[config.mk]
export PLATFORM = sky130hd
export DESIGN_NAME = runway_two_queue_priority_scheduler_unit_flat
export DESIGN_NICKNAME = d
export VERILOG_FILES = /design/src/sv/rwsch_pkg.sv /design/src/sv/rwsch_in_if.sv /design/src/sv/rwsch_out_if.sv /design/src/sv/rwsch_ctrl.sv /design/src/sv/rwsch_dp.sv /design/src/sv/runway_two_queue_priority_scheduler_unit.sv /design/src/flat_wrapper.sv
export SDC_FILE = /design/constraint.sdc
export NUM_CORES = 1
export LEC_CHECK = 0
export ABC_AREA = 1
export BUFFER_PORTS_ARGS = -buffer_cell sky130_fd_sc_hd__buf_2
export CAP_MARGIN = 10
export CORE_ASPECT_RATIO = 0.8
export CORE_UTILIZATION = 55
export DETAILED_ROUTE_END_ITERATION = 6
export GPL_ROUTABILITY_DRIVEN = 0
export GPL_TIMING_DRIVEN = 0
export HOLD_SLACK_MARGIN = 0.08
export PLACE_DENSITY = 0.73
export SLEW_MARGIN = 20
export SYNTH_ARGS = -nofsm -noshare
export SYNTH_HDL_FRONTEND = slang
export SYNTH_SLANG_ARGS = --single-unit
[constraint.sdc]
create_clock -name clk -period 9.4 [get_ports clk]
set_input_delay 1.41 -clock clk [delete_from_list [all_inputs] [get_ports clk]]
set_output_delay 1.41 -clock clk [all_outputs]
set_load 0.1 [all_outputs]
[src/sv/rwsch_pkg.sv]
// Shared types, constants and helper functions of the runway scheduler.
package rwsch_pkg;

	localparam int QUEUE_SLOTS  = 6;
	localparam int PTR_W        = 3;
	localparam int MAX_ARRIVALS = 7;
	localparam int ARR_W        = 3;
	localparam int STAMP_BITS   = 16;
	localparam int ID_W         = 16;
	localparam int CNT_W        = 32;
	localparam int LEN_W        = 3;
	localparam int NUM_STATS    = 7;

	localparam logic [1:0] KIND_IDLE = 2'd0;
	localparam logic [1:0] KIND_LAND = 2'd1;
	localparam logic [1:0] KIND_FLY  = 2'd2;

	// Statistic counter indexes.
	localparam int ST_REQ  = 0;
	localparam int ST_LAND = 1;
	localparam int ST_FLY  = 2;
	localparam int ST_REJ  = 3;
	localparam int ST_IDLE = 4;
	localparam int ST_LWS  = 5;
	localparam int ST_FWS  = 6;

	typedef struct packed {
		logic [ARR_W-1:0] land_arrivals;
		logic [ARR_W-1:0] fly_arrivals;
	} in_item_t;

	typedef struct packed {
		logic [1:0]       served_kind;
		logic [15:0]      served_id;
		logic [15:0]      served_wait;
		logic [CNT_W-1:0] total_requests;
		logic [CNT_W-1:0] total_landed;
		logic [CNT_W-1:0] total_flown;
		logic [CNT_W-1:0] total_rejected;
		logic [CNT_W-1:0] idle_ticks;
		logic [CNT_W-1:0] land_wait_sum;
		logic [CNT_W-1:0] fly_wait_sum;
		logic [LEN_W-1:0] land_queue_len;
		logic [LEN_W-1:0] fly_queue_len;
	} out_item_t;

	typedef struct packed {
		logic [ID_W-1:0]       id;
		logic [STAMP_BITS-1:0] stamp;
	} slot_t;

	// Commands from the controller to the datapath.
	typedef struct packed {
		logic start;
		logic arrive_land;
		logic arrive_fly;
		logic serve;
	} cmd_t;

	// Status from the datapath to the controller.
	typedef struct packed {
		logic land_left_zero;
		logic fly_left_zero;
	} status_t;

	function automatic logic [PTR_W-1:0] ptr_wrap(input logic [PTR_W-1:0] p);
		logic [PTR_W-1:0] r;
		if (p == PTR_W'(QUEUE_SLOTS - 1)) begin
			r = '0;
		end else begin
			r = p + 1'b1;
		end
		return r;
	endfunction

	function automatic logic [CNT_W-1:0] sat_inc(input logic [CNT_W-1:0] a);
		logic [CNT_W-1:0] r;
		if (a == {CNT_W{1'b1}}) begin
			r = a;
		end else begin
			r = a + 1'b1;
		end
		return r;
	endfunction

	function automatic logic [CNT_W-1:0] sat_add(input logic [CNT_W-1:0] a,
	                                             input logic [CNT_W-1:0] b);
		logic [CNT_W:0] s;
		logic [CNT_W-1:0] r;
		s = {1'b0, a} + {1'b0, b};
		if (s[CNT_W]) begin
			r = {CNT_W{1'b1}};
		end else begin
			r = s[CNT_W-1:0];
		end
		return r;
	endfunction

	function automatic logic [ARR_W-1:0] clamp_arr(input logic [ARR_W-1:0] n);
		logic [ARR_W-1:0] r;
		if ({1'b0, n} > (ARR_W + 1)'(MAX_ARRIVALS)) begin
			r = ARR_W'(MAX_ARRIVALS);
		end else begin
			r = n;
		end
		return r;
	endfunction

endpackage

[src/sv/rwsch_in_if.sv]
// Handshake channel that carries one tick of arrivals.
interface rwsch_in_if;
	logic                valid;
	logic                ready;
	rwsch_pkg::in_item_t data;

	modport source (output valid, output data, input ready);
	modport sink   (input valid, input data, output ready);
endinterface

[src/sv/rwsch_out_if.sv]
// Handshake channel that carries one scheduling result.
interface rwsch_out_if;
	logic                 valid;
	logic                 ready;
	rwsch_pkg::out_item_t data;

	modport source (output valid, output data, input ready);
	modport sink   (input valid, input data, output ready);
endinterface

[src/sv/rwsch_ctrl.sv]
// Controller state machine: sequences arrivals, the service step and the output register.
module rwsch_ctrl (
	input  logic               clk,
	input  logic               arst_n,
	input  logic               in_valid,
	output logic               in_ready,
	output logic               out_valid,
	input  logic               out_ready,
	input  rwsch_pkg::status_t st,
	output rwsch_pkg::cmd_t    cmd
);

	localparam logic [1:0] S_IDLE  = 2'd0;
	localparam logic [1:0] S_LAND  = 2'd1;
	localparam logic [1:0] S_FLY   = 2'd2;
	localparam logic [1:0] S_SERVE = 2'd3;

	logic [1:0] state_q;
	logic [1:0] state_nx;
	logic       out_valid_q;
	logic       out_free;

	assign out_free  = !out_valid_q || out_ready;
	assign in_ready  = (state_q == S_IDLE);
	assign out_valid = out_valid_q;

	always_comb begin
		state_nx        = state_q;
		cmd             = '0;
		case (state_q)
			S_IDLE: begin
				if (in_valid) begin
					cmd.start = 1'b1;
					state_nx  = S_LAND;
				end
			end
			S_LAND: begin
				if (st.land_left_zero) begin
					state_nx = S_FLY;
				end else begin
					cmd.arrive_land = 1'b1;
				end
			end
			S_FLY: begin
				if (st.fly_left_zero) begin
					state_nx = S_SERVE;
				end else begin
					cmd.arrive_fly = 1'b1;
				end
			end
			S_SERVE: begin
				// The result is written only once the output register is free.
				if (out_free) begin
					cmd.serve = 1'b1;
					state_nx  = S_IDLE;
				end
			end
			default: begin
				state_nx = S_IDLE;
			end
		endcase
	end

	always_ff @(posedge clk or negedge arst_n) begin
		if (!arst_n) begin
			state_q     <= S_IDLE;
			out_valid_q <= 1'b0;
		end else begin
			state_q <= state_nx;
			if (cmd.serve) begin
				out_valid_q <= 1'b1;
			end else if (out_ready) begin
				out_valid_q <= 1'b0;
			end
		end
	end

`ifndef SYNTHESIS
	a_ready_only_idle: assert property (@(posedge clk) disable iff (!arst_n)
		in_ready |-> (state_q == S_IDLE))
		else $error("input ready outside idle state");
	a_serve_sets_valid: assert property (@(posedge clk) disable iff (!arst_n)
		cmd.serve |=> out_valid_q)
		else $error("service step did not load the output register");
	a_start_goes_land: assert property (@(posedge clk) disable iff (!arst_n)
		cmd.start |=> (state_q == S_LAND))
		else $error("accepted tick did not start arrivals");
`endif

endmodule

[src/sv/rwsch_dp.sv]
// Datapath: queues, pointers, id and tick counters, statistics and the result register.
module rwsch_dp (
	input  logic                 clk,
	input  logic                 arst_n,
	input  rwsch_pkg::in_item_t  in_data,
	input  rwsch_pkg::cmd_t      cmd,
	output rwsch_pkg::status_t   st,
	output rwsch_pkg::out_item_t out_data
);

	localparam int PW = rwsch_pkg::PTR_W;
	localparam int CW = rwsch_pkg::CNT_W;
	localparam int SB = rwsch_pkg::STAMP_BITS;

	rwsch_pkg::slot_t land_mem [rwsch_pkg::QUEUE_SLOTS];
	rwsch_pkg::slot_t fly_mem  [rwsch_pkg::QUEUE_SLOTS];

	logic [SB-1:0]                   tick_q;
	logic [rwsch_pkg::ID_W-1:0]      next_id_q;
	logic [PW-1:0]                   land_head_q, land_tail_q, fly_head_q, fly_tail_q;
	logic [rwsch_pkg::LEN_W-1:0]     land_len_q, fly_len_q;
	logic [rwsch_pkg::ARR_W-1:0]     land_left_q, fly_left_q;
	logic [CW-1:0]                   stat_q  [rwsch_pkg::NUM_STATS];
	logic [CW-1:0]                   stat_nx [rwsch_pkg::NUM_STATS];
	rwsch_pkg::out_item_t            out_q;
	rwsch_pkg::slot_t                land_slot_q, fly_slot_q;

	logic [rwsch_pkg::ID_W-1:0]      id_inc;
	logic [PW-1:0]                   land_tail_nx, fly_tail_nx;
	logic [PW-1:0]                   land_pop_ptr, fly_pop_ptr;
	logic                            land_full, fly_full;
	logic                            land_empty, fly_empty;
	logic [SB-1:0]                   land_wait, fly_wait;
	logic                            pop_land, pop_fly;
	rwsch_pkg::out_item_t            out_nx;

	assign id_inc       = next_id_q + 1'b1;
	assign land_tail_nx = rwsch_pkg::ptr_wrap(land_tail_q);
	assign fly_tail_nx  = rwsch_pkg::ptr_wrap(fly_tail_q);
	assign land_full    = (land_tail_nx == land_head_q);
	assign fly_full     = (fly_tail_nx == fly_head_q);
	assign land_empty   = (land_len_q == '0);
	assign fly_empty    = (fly_len_q == '0);
	assign land_pop_ptr = rwsch_pkg::ptr_wrap(land_head_q);
	assign fly_pop_ptr  = rwsch_pkg::ptr_wrap(fly_head_q);
	assign land_wait    = tick_q - land_slot_q.stamp;
	assign fly_wait     = tick_q - fly_slot_q.stamp;
	assign pop_land     = cmd.serve && !land_empty;
	assign pop_fly      = cmd.serve && land_empty && !fly_empty;

	assign st.land_left_zero = (land_left_q == '0);
	assign st.fly_left_zero  = (fly_left_q == '0);
	assign out_data          = out_q;

	always_comb begin
		for (int k = 0; k < rwsch_pkg::NUM_STATS; k++) begin
			stat_nx[k] = stat_q[k];
		end
		if (cmd.arrive_land || cmd.arrive_fly) begin
			stat_nx[rwsch_pkg::ST_REQ] = rwsch_pkg::sat_inc(stat_q[rwsch_pkg::ST_REQ]);
			if ((cmd.arrive_land && land_full) || (cmd.arrive_fly && fly_full)) begin
				stat_nx[rwsch_pkg::ST_REJ] = rwsch_pkg::sat_inc(stat_q[rwsch_pkg::ST_REJ]);
			end
		end
		if (cmd.serve && land_empty && fly_empty) begin
			stat_nx[rwsch_pkg::ST_IDLE] = rwsch_pkg::sat_inc(stat_q[rwsch_pkg::ST_IDLE]);
		end
		if (pop_land) begin
			stat_nx[rwsch_pkg::ST_LAND] = rwsch_pkg::sat_inc(stat_q[rwsch_pkg::ST_LAND]);
			stat_nx[rwsch_pkg::ST_LWS]  = rwsch_pkg::sat_add(stat_q[rwsch_pkg::ST_LWS],
			                                                 CW'(land_wait));
		end
		if (pop_fly) begin
			stat_nx[rwsch_pkg::ST_FLY] = rwsch_pkg::sat_inc(stat_q[rwsch_pkg::ST_FLY]);
			stat_nx[rwsch_pkg::ST_FWS] = rwsch_pkg::sat_add(stat_q[rwsch_pkg::ST_FWS],
			                                                CW'(fly_wait));
		end
	end

	always_comb begin
		out_nx.served_kind = rwsch_pkg::KIND_IDLE;
		out_nx.served_id   = '0;
		out_nx.served_wait = '0;
		if (pop_land) begin
			out_nx.served_kind = rwsch_pkg::KIND_LAND;
			out_nx.served_id   = land_slot_q.id;
			out_nx.served_wait = 16'(land_wait);
		end else if (pop_fly) begin
			out_nx.served_kind = rwsch_pkg::KIND_FLY;
			out_nx.served_id   = fly_slot_q.id;
			out_nx.served_wait = 16'(fly_wait);
		end
		out_nx.total_requests = stat_nx[rwsch_pkg::ST_REQ];
		out_nx.total_landed   = stat_nx[rwsch_pkg::ST_LAND];
		out_nx.total_flown    = stat_nx[rwsch_pkg::ST_FLY];
		out_nx.total_rejected = stat_nx[rwsch_pkg::ST_REJ];
		out_nx.idle_ticks     = stat_nx[rwsch_pkg::ST_IDLE];
		out_nx.land_wait_sum  = stat_nx[rwsch_pkg::ST_LWS];
		out_nx.fly_wait_sum   = stat_nx[rwsch_pkg::ST_FWS];
		out_nx.land_queue_len = land_len_q - {{(rwsch_pkg::LEN_W-1){1'b0}}, pop_land};
		out_nx.fly_queue_len  = fly_len_q - {{(rwsch_pkg::LEN_W-1){1'b0}}, pop_fly};
	end

	always_ff @(posedge clk or negedge arst_n) begin
		if (!arst_n) begin
			tick_q      <= '0;
			next_id_q   <= '0;
			land_head_q <= '0;
			land_tail_q <= '0;
			fly_head_q  <= '0;
			fly_tail_q  <= '0;
			land_len_q  <= '0;
			fly_len_q   <= '0;
			land_left_q <= '0;
			fly_left_q  <= '0;
			for (int k = 0; k < rwsch_pkg::NUM_STATS; k++) begin
				stat_q[k] <= '0;
			end
		end else begin
			for (int k = 0; k < rwsch_pkg::NUM_STATS; k++) begin
				stat_q[k] <= stat_nx[k];
			end
			if (cmd.start) begin
				tick_q      <= tick_q + 1'b1;
				land_left_q <= rwsch_pkg::clamp_arr(in_data.land_arrivals);
				fly_left_q  <= rwsch_pkg::clamp_arr(in_data.fly_arrivals);
			end
			if (cmd.arrive_land) begin
				next_id_q   <= id_inc;
				land_left_q <= land_left_q - 1'b1;
				if (!land_full) begin
					land_tail_q <= land_tail_nx;
					land_len_q  <= land_len_q + 1'b1;
				end
			end
			if (cmd.arrive_fly) begin
				next_id_q  <= id_inc;
				fly_left_q <= fly_left_q - 1'b1;
				if (!fly_full) begin
					fly_tail_q <= fly_tail_nx;
					fly_len_q  <= fly_len_q + 1'b1;
				end
			end
			if (pop_land) begin
				land_head_q <= land_pop_ptr;
				land_len_q  <= out_nx.land_queue_len;
			end
			if (pop_fly) begin
				fly_head_q <= fly_pop_ptr;
				fly_len_q  <= out_nx.fly_queue_len;
			end
		end
	end

	// Queue storage, the head reads and the result register carry no reset.
	// The head entries are read every cycle; the cycle that ends the takeoff
	// arrivals writes nothing, so the read is current when the service step runs.
	always_ff @(posedge clk) begin
		if (cmd.arrive_land && !land_full) begin
			land_mem[land_tail_nx] <= '{id: id_inc, stamp: tick_q};
		end
		if (cmd.arrive_fly && !fly_full) begin
			fly_mem[fly_tail_nx] <= '{id: id_inc, stamp: tick_q};
		end
		land_slot_q <= land_mem[land_pop_ptr];
		fly_slot_q  <= fly_mem[fly_pop_ptr];
		if (cmd.serve) begin
			out_q <= out_nx;
		end
	end

`ifndef SYNTHESIS
	a_land_len_max: assert property (@(posedge clk) disable iff (!arst_n)
		land_len_q <= rwsch_pkg::LEN_W'(rwsch_pkg::QUEUE_SLOTS - 1))
		else $error("landing queue holds too many requests");
	a_fly_len_max: assert property (@(posedge clk) disable iff (!arst_n)
		fly_len_q <= rwsch_pkg::LEN_W'(rwsch_pkg::QUEUE_SLOTS - 1))
		else $error("takeoff queue holds too many requests");
	a_land_len_ptr: assert property (@(posedge clk) disable iff (!arst_n)
		(land_len_q == '0) == (land_head_q == land_tail_q))
		else $error("landing queue length disagrees with its pointers");
	a_fly_len_ptr: assert property (@(posedge clk) disable iff (!arst_n)
		(fly_len_q == '0) == (fly_head_q == fly_tail_q))
		else $error("takeoff queue length disagrees with its pointers");
	a_arrive_has_work: assert property (@(posedge clk) disable iff (!arst_n)
		(cmd.arrive_land |-> land_left_q != '0) and (cmd.arrive_fly |-> fly_left_q != '0))
		else $error("arrival step issued with no arrivals left");
`endif

endmodule

[src/sv/runway_two_queue_priority_scheduler_unit.sv]
// Top level of the two-queue strict-priority runway scheduler.
//
// Usage: each transfer on req is one tick carrying the landing and takeoff
// arrival counts. Every arrival takes the next sequence id and the tick as
// its timestamp and enters its class queue (five requests deep), or is
// counted as rejected when that queue is full. Then the oldest landing is
// served, or else the oldest takeoff, and one transfer on rsp reports the
// served request, the running saturating statistics and both queue lengths.
// The controller takes a tick from idle through the landing arrivals
// and then the takeoff arrivals to the service step, which loads the
// result register; the arrivals are entered one per cycle. The next
// tick is taken as soon as the controller is back in idle, while the
// previous result still sits in the output register.
// When rsp stalls, the result register holds its value; a following tick
// runs its arrivals and then waits before its service step until the
// register is free. Reset clears the queues, pointers, id and tick
// counters and all statistics; rsp is not valid after reset.
module runway_two_queue_priority_scheduler_unit (
	input  logic          clk,
	input  logic          arst_n,
	rwsch_in_if.sink      req,
	rwsch_out_if.source   rsp
);

	rwsch_pkg::cmd_t    cmd;
	rwsch_pkg::status_t st;

	rwsch_ctrl u_ctrl (
		.clk       (clk),
		.arst_n    (arst_n),
		.in_valid  (req.valid),
		.in_ready  (req.ready),
		.out_valid (rsp.valid),
		.out_ready (rsp.ready),
		.st        (st),
		.cmd       (cmd)
	);

	rwsch_dp u_dp (
		.clk      (clk),
		.arst_n   (arst_n),
		.in_data  (req.data),
		.cmd      (cmd),
		.st       (st),
		.out_data (rsp.data)
	);

endmodule
[src/flat_wrapper.sv]
// flat-port wrapper written by rule: the top's interface ports become plain ports
module runway_two_queue_priority_scheduler_unit_flat 
  (clk, arst_n, req_valid, req_data, req_ready, rsp_valid, rsp_data, rsp_ready);
  rwsch_in_if req_i ();
  rwsch_out_if rsp_i ();
  input  logic clk;
  input  logic arst_n;
  input wire logic [$bits(req_i.valid)-1:0] req_valid;
  input wire logic [$bits(req_i.data)-1:0] req_data;
  output wire logic [$bits(req_i.ready)-1:0] req_ready;
  output wire logic [$bits(rsp_i.valid)-1:0] rsp_valid;
  output wire logic [$bits(rsp_i.data)-1:0] rsp_data;
  input wire logic [$bits(rsp_i.ready)-1:0] rsp_ready;
  assign req_i.valid = req_valid;
  assign req_i.data = req_data;
  assign req_ready = req_i.ready;
  assign rsp_valid = rsp_i.valid;
  assign rsp_data = rsp_i.data;
  assign rsp_i.ready = rsp_ready;
  runway_two_queue_priority_scheduler_unit u_core (.clk(clk), .arst_n(arst_n), .req(req_i), .rsp(rsp_i));
endmodule
==> metrics.yaml <==
status: "complete, but fails checks"
violations: "design-rule violations"
die-height_um: 262.3
avgSynthCellArea_um2: 9.328
synth.most_common_cell: "nand2_1"
cts_resized: 0
wire_per_inst_um: 19.01
dpl.hpwl_um: 91030
ys_warn_count: 0
syn_inst: 4993
hold_viol_final: 0
endpoint_kind: "flop"
netlist_area_um2: 46580
cts_buffers: 97
power.density_nw_per_um2: 392.1
irDropWorstVdd_uv: 320.0
stdcell_area_um2: 53260
synth_top_area_frac: 0.4178
port-buffer-count: 275
grt_pass1_vias: 34060
crit_fanout: 15
reg2reg_depth: 19
crit_required_ns: 9.76
dp_slack_ns: 4.533
r2r-start: "u_core.u_dp.tick_q[0]"
slew_headroom: 0.3034
grt_max_degree: 108
p_leak_nw: 22.63
post_cts_buffers: 0
drive_gt1_frac: 0.1147
area_delta_synth_final_pct: 14.34
vias: 36560
placed_area_um2: 49970
grt_overflow: 0
drt_first_pass_iters: 7
tritoncts: "yes"
synth_edf_count: 648
antenna_found_initial: 5
drc: 2
synth_seq_cells: 995
clk-insertion-delay-late_ns: 0.69
worstPathArrival_ns: 5.34
yosysTopAreaCell: "edfxtp_1"
path_class: "reg -> reg"
async_flop_share: 0.2844
cts_sinks: 995
synth_ff_type: "edfxtp_1"
hold_path_depth: 2
finalSetupViolations: 0
slew_viol_final: 0
hp-start: "u_core.u_dp.stat_q[176]"
worst_slack_ns: 4.421
worst_setup_path_start_kind: "flop"
timing.fmax_mhz: 200.8
r2r_end: "u_core.u_dp.out_data[30]"
dieWidth_um: 327.4
synthTopCellsByArea: "edfxtp_1 42%, dfrtp_1 15%, nand2_1 13%, nand3_1 4.6%, inv_1 3.9%"
start_util: 0.5550
nFillCells: 6857
grt_usage: 0.2910
antenna_left: 0
max_cap_violations: 0
fp-row-count: 95
routed_wl_um: 125700
syn_nets: 5097
viasPerCell: 5.529
htreeDepth: 3
worst_pin_slew_ns: 1.041
clk_pin_slew_worst_paths_ns: 0.06
period_share: 0.5297
grt_setup_unrepaired: "no"
cts_root_buf: "clkbuf_16"
synthDistinctLibCells: 51
finalCriticalPeriod_ns: 4.979
grt_pass1_wl_um: 193000
ios: 276
fin_skew_ns: 0.02434
ys_seq_area_frac: 0.5973
hp-class: "reg -> reg"
final_nets: 5514
dieArea_um2: 85860
reg2reg_slack_ns: 4.42
power_mw: 20.88
drt_iter0_drc: 4091
ctsHoldBuffers: 0
core_area_um2: 83920
clock_path_buffers: 3
hold_end: "u_core.u_dp.stat_q[176]"
netlist_top_cells_count: "1,627 x nand2_1, 648 x edfxtp_1, 478 x inv_1, 468 x nor2_1, 428 x nand3_1"
-- layout make-up --
type                            count  area, um^2  share of cell area
Tap cell                         1115        1395             0.02619
Clock inverter                     57       623.1             0.01170
Inverter                          490        1848             0.03470
Antenna cell                        2       5.005          0.00009397
Sequential cell                   995       27820              0.5224
Clock buffer                      126        2658             0.04990
Multi-Input combinational cell   3365       16290              0.3059
Buffer                            143       703.2             0.01320
Timing Repair Buffer              318        1916             0.03597
-- registers in the layout (all words and copies together) (netlist names) --
| signal | count |
|---|---|
| u_core.u_dp.fly_mem | 192 |
| u_core.u_dp.fly_left_q | 3 |
| u_core.u_dp.stat_q | 224 |
| u_core.u_dp.land_slot_q | 32 |
| u_core.u_ctrl.out_valid | 1 |
| u_core.u_dp.fly_head_q | 3 |
| u_core.u_dp.land_tail_q | 3 |
| u_core.u_dp.tick_q | 16 |
| u_core.u_dp.land_head_q | 3 |
| u_core.u_dp.fly_slot_q | 32 |
| u_core.u_dp.land_mem | 192 |
| u_core.u_ctrl.state_q | 2 |
| u_core.u_dp.fly_len_q | 3 |
| u_core.u_dp.next_id_q | 16 |
| u_core.u_dp.land_len_q | 3 |
| u_core.u_dp.fly_tail_q | 3 |
| u_core.u_dp.out_data | 264 |
| u_core.u_dp.land_left_q | 3 |
-- per-layer routing --
metal / vias to the layer above / share of wire / global-route usage
li1: 17370 / - / -
met1: 17200 / 0.43 / 0.4237
met2: 1731 / 0.44 / 0.4462
met3: 251 / 0.097 / 0.05263
met4: 6 / 0.031 / 0.08803
met5: - / 0.00032 / 0
-- how the worst max path moves through the flow --
stage	from	to	slack, ns	depth (start not counted)
2_1_floorplan	rsp_ready	u_core.u_dp.land_len_q[0]	0.65	11
3_5_place_dp	u_core.u_dp.tick_q[0]	u_core.u_dp.out_data[30]	4.53	19
5_1_grt	u_core.u_dp.tick_q[0]	u_core.u_dp.out_data[30]	3.87	17
4_1_cts	u_core.u_dp.tick_q[0]	u_core.u_dp.out_data[30]	4.52	19
6_report	u_core.u_dp.tick_q[0]	u_core.u_dp.out_data[30]	4.42	19
3_3_place_gp	rsp_ready	u_core.u_dp.land_len_q[0]	-3.11	12
-- kinds of logic after synthesis --
kind of cell               after synthesis  synth area share
AOI/OAI and AO/OA                      381           0.05066
DFF                                    995            0.5973
xor gates and xnor gates               118           0.02235
buffers and inverters                  633           0.05461
and+or+nand+nor                       2772            0.2492
adders and majority gates               94           0.02590
-- critical path: stages (launching register included) --
cell and delay (ns):
dfrtp_1 0.69, inv_1 0.23, ha_1 0.31, fa_1 0.44
o21ai_0 0.48, nand2_1 0.09, nand2_1 0.16, nand2_1 0.09
nand2_1 0.07, nand2_1 0.06, and2_1 0.22, ha_1 0.32
nand2_1 0.10, inv_1 0.09, nand2_1 0.09, nor3_1 0.14
nand2_1 0.10, nand2_2 0.16, nand3_1 0.11, o21ai_0 0.70
-- where the power goes --
part	leakage [nW]	internal (mW)	total (mW)	switching [mW]
Combinational	11.0	2.50	10.4	7.89
Clock	1.59	2.24	3.98	1.73
Sequential	10.1	5.97	6.51	0.545
-- placed cells by master (no fill, tap or decap), types with 90 or more instances in the layout --
cell type / synthesis / routed
inv_1: 478 / 477
nand3_1: 428 / 428
ha_1: 90 / 90
edfxtp_1: 648 / 648
nor2_1: 468 / 464
o21ai_0: 162 / 162
clkbuf_16: 0 / 98
dfrtp_1: 283 / 283
xor2_1: 97 / 96
buf_2: 59 / 333
nand2_1: 1627 / 1627
-- per-stage QoR --
stage,instances,hold slack (ns),setup TNS (ns),util
3_3_place_gp,6383,0.4915,-276.30,0.5881
5_1_grt,6610,0.5435,0,0.6346
3_5_place_dp,6426,0.4942,0,0.5954
2_1_floorplan,4993,0.4642,0,-
4_1_cts,6609,0.5164,0,0.6345
6_report,6611,0.5123,0,0.6347
Power figures use the tool's default switching activity.
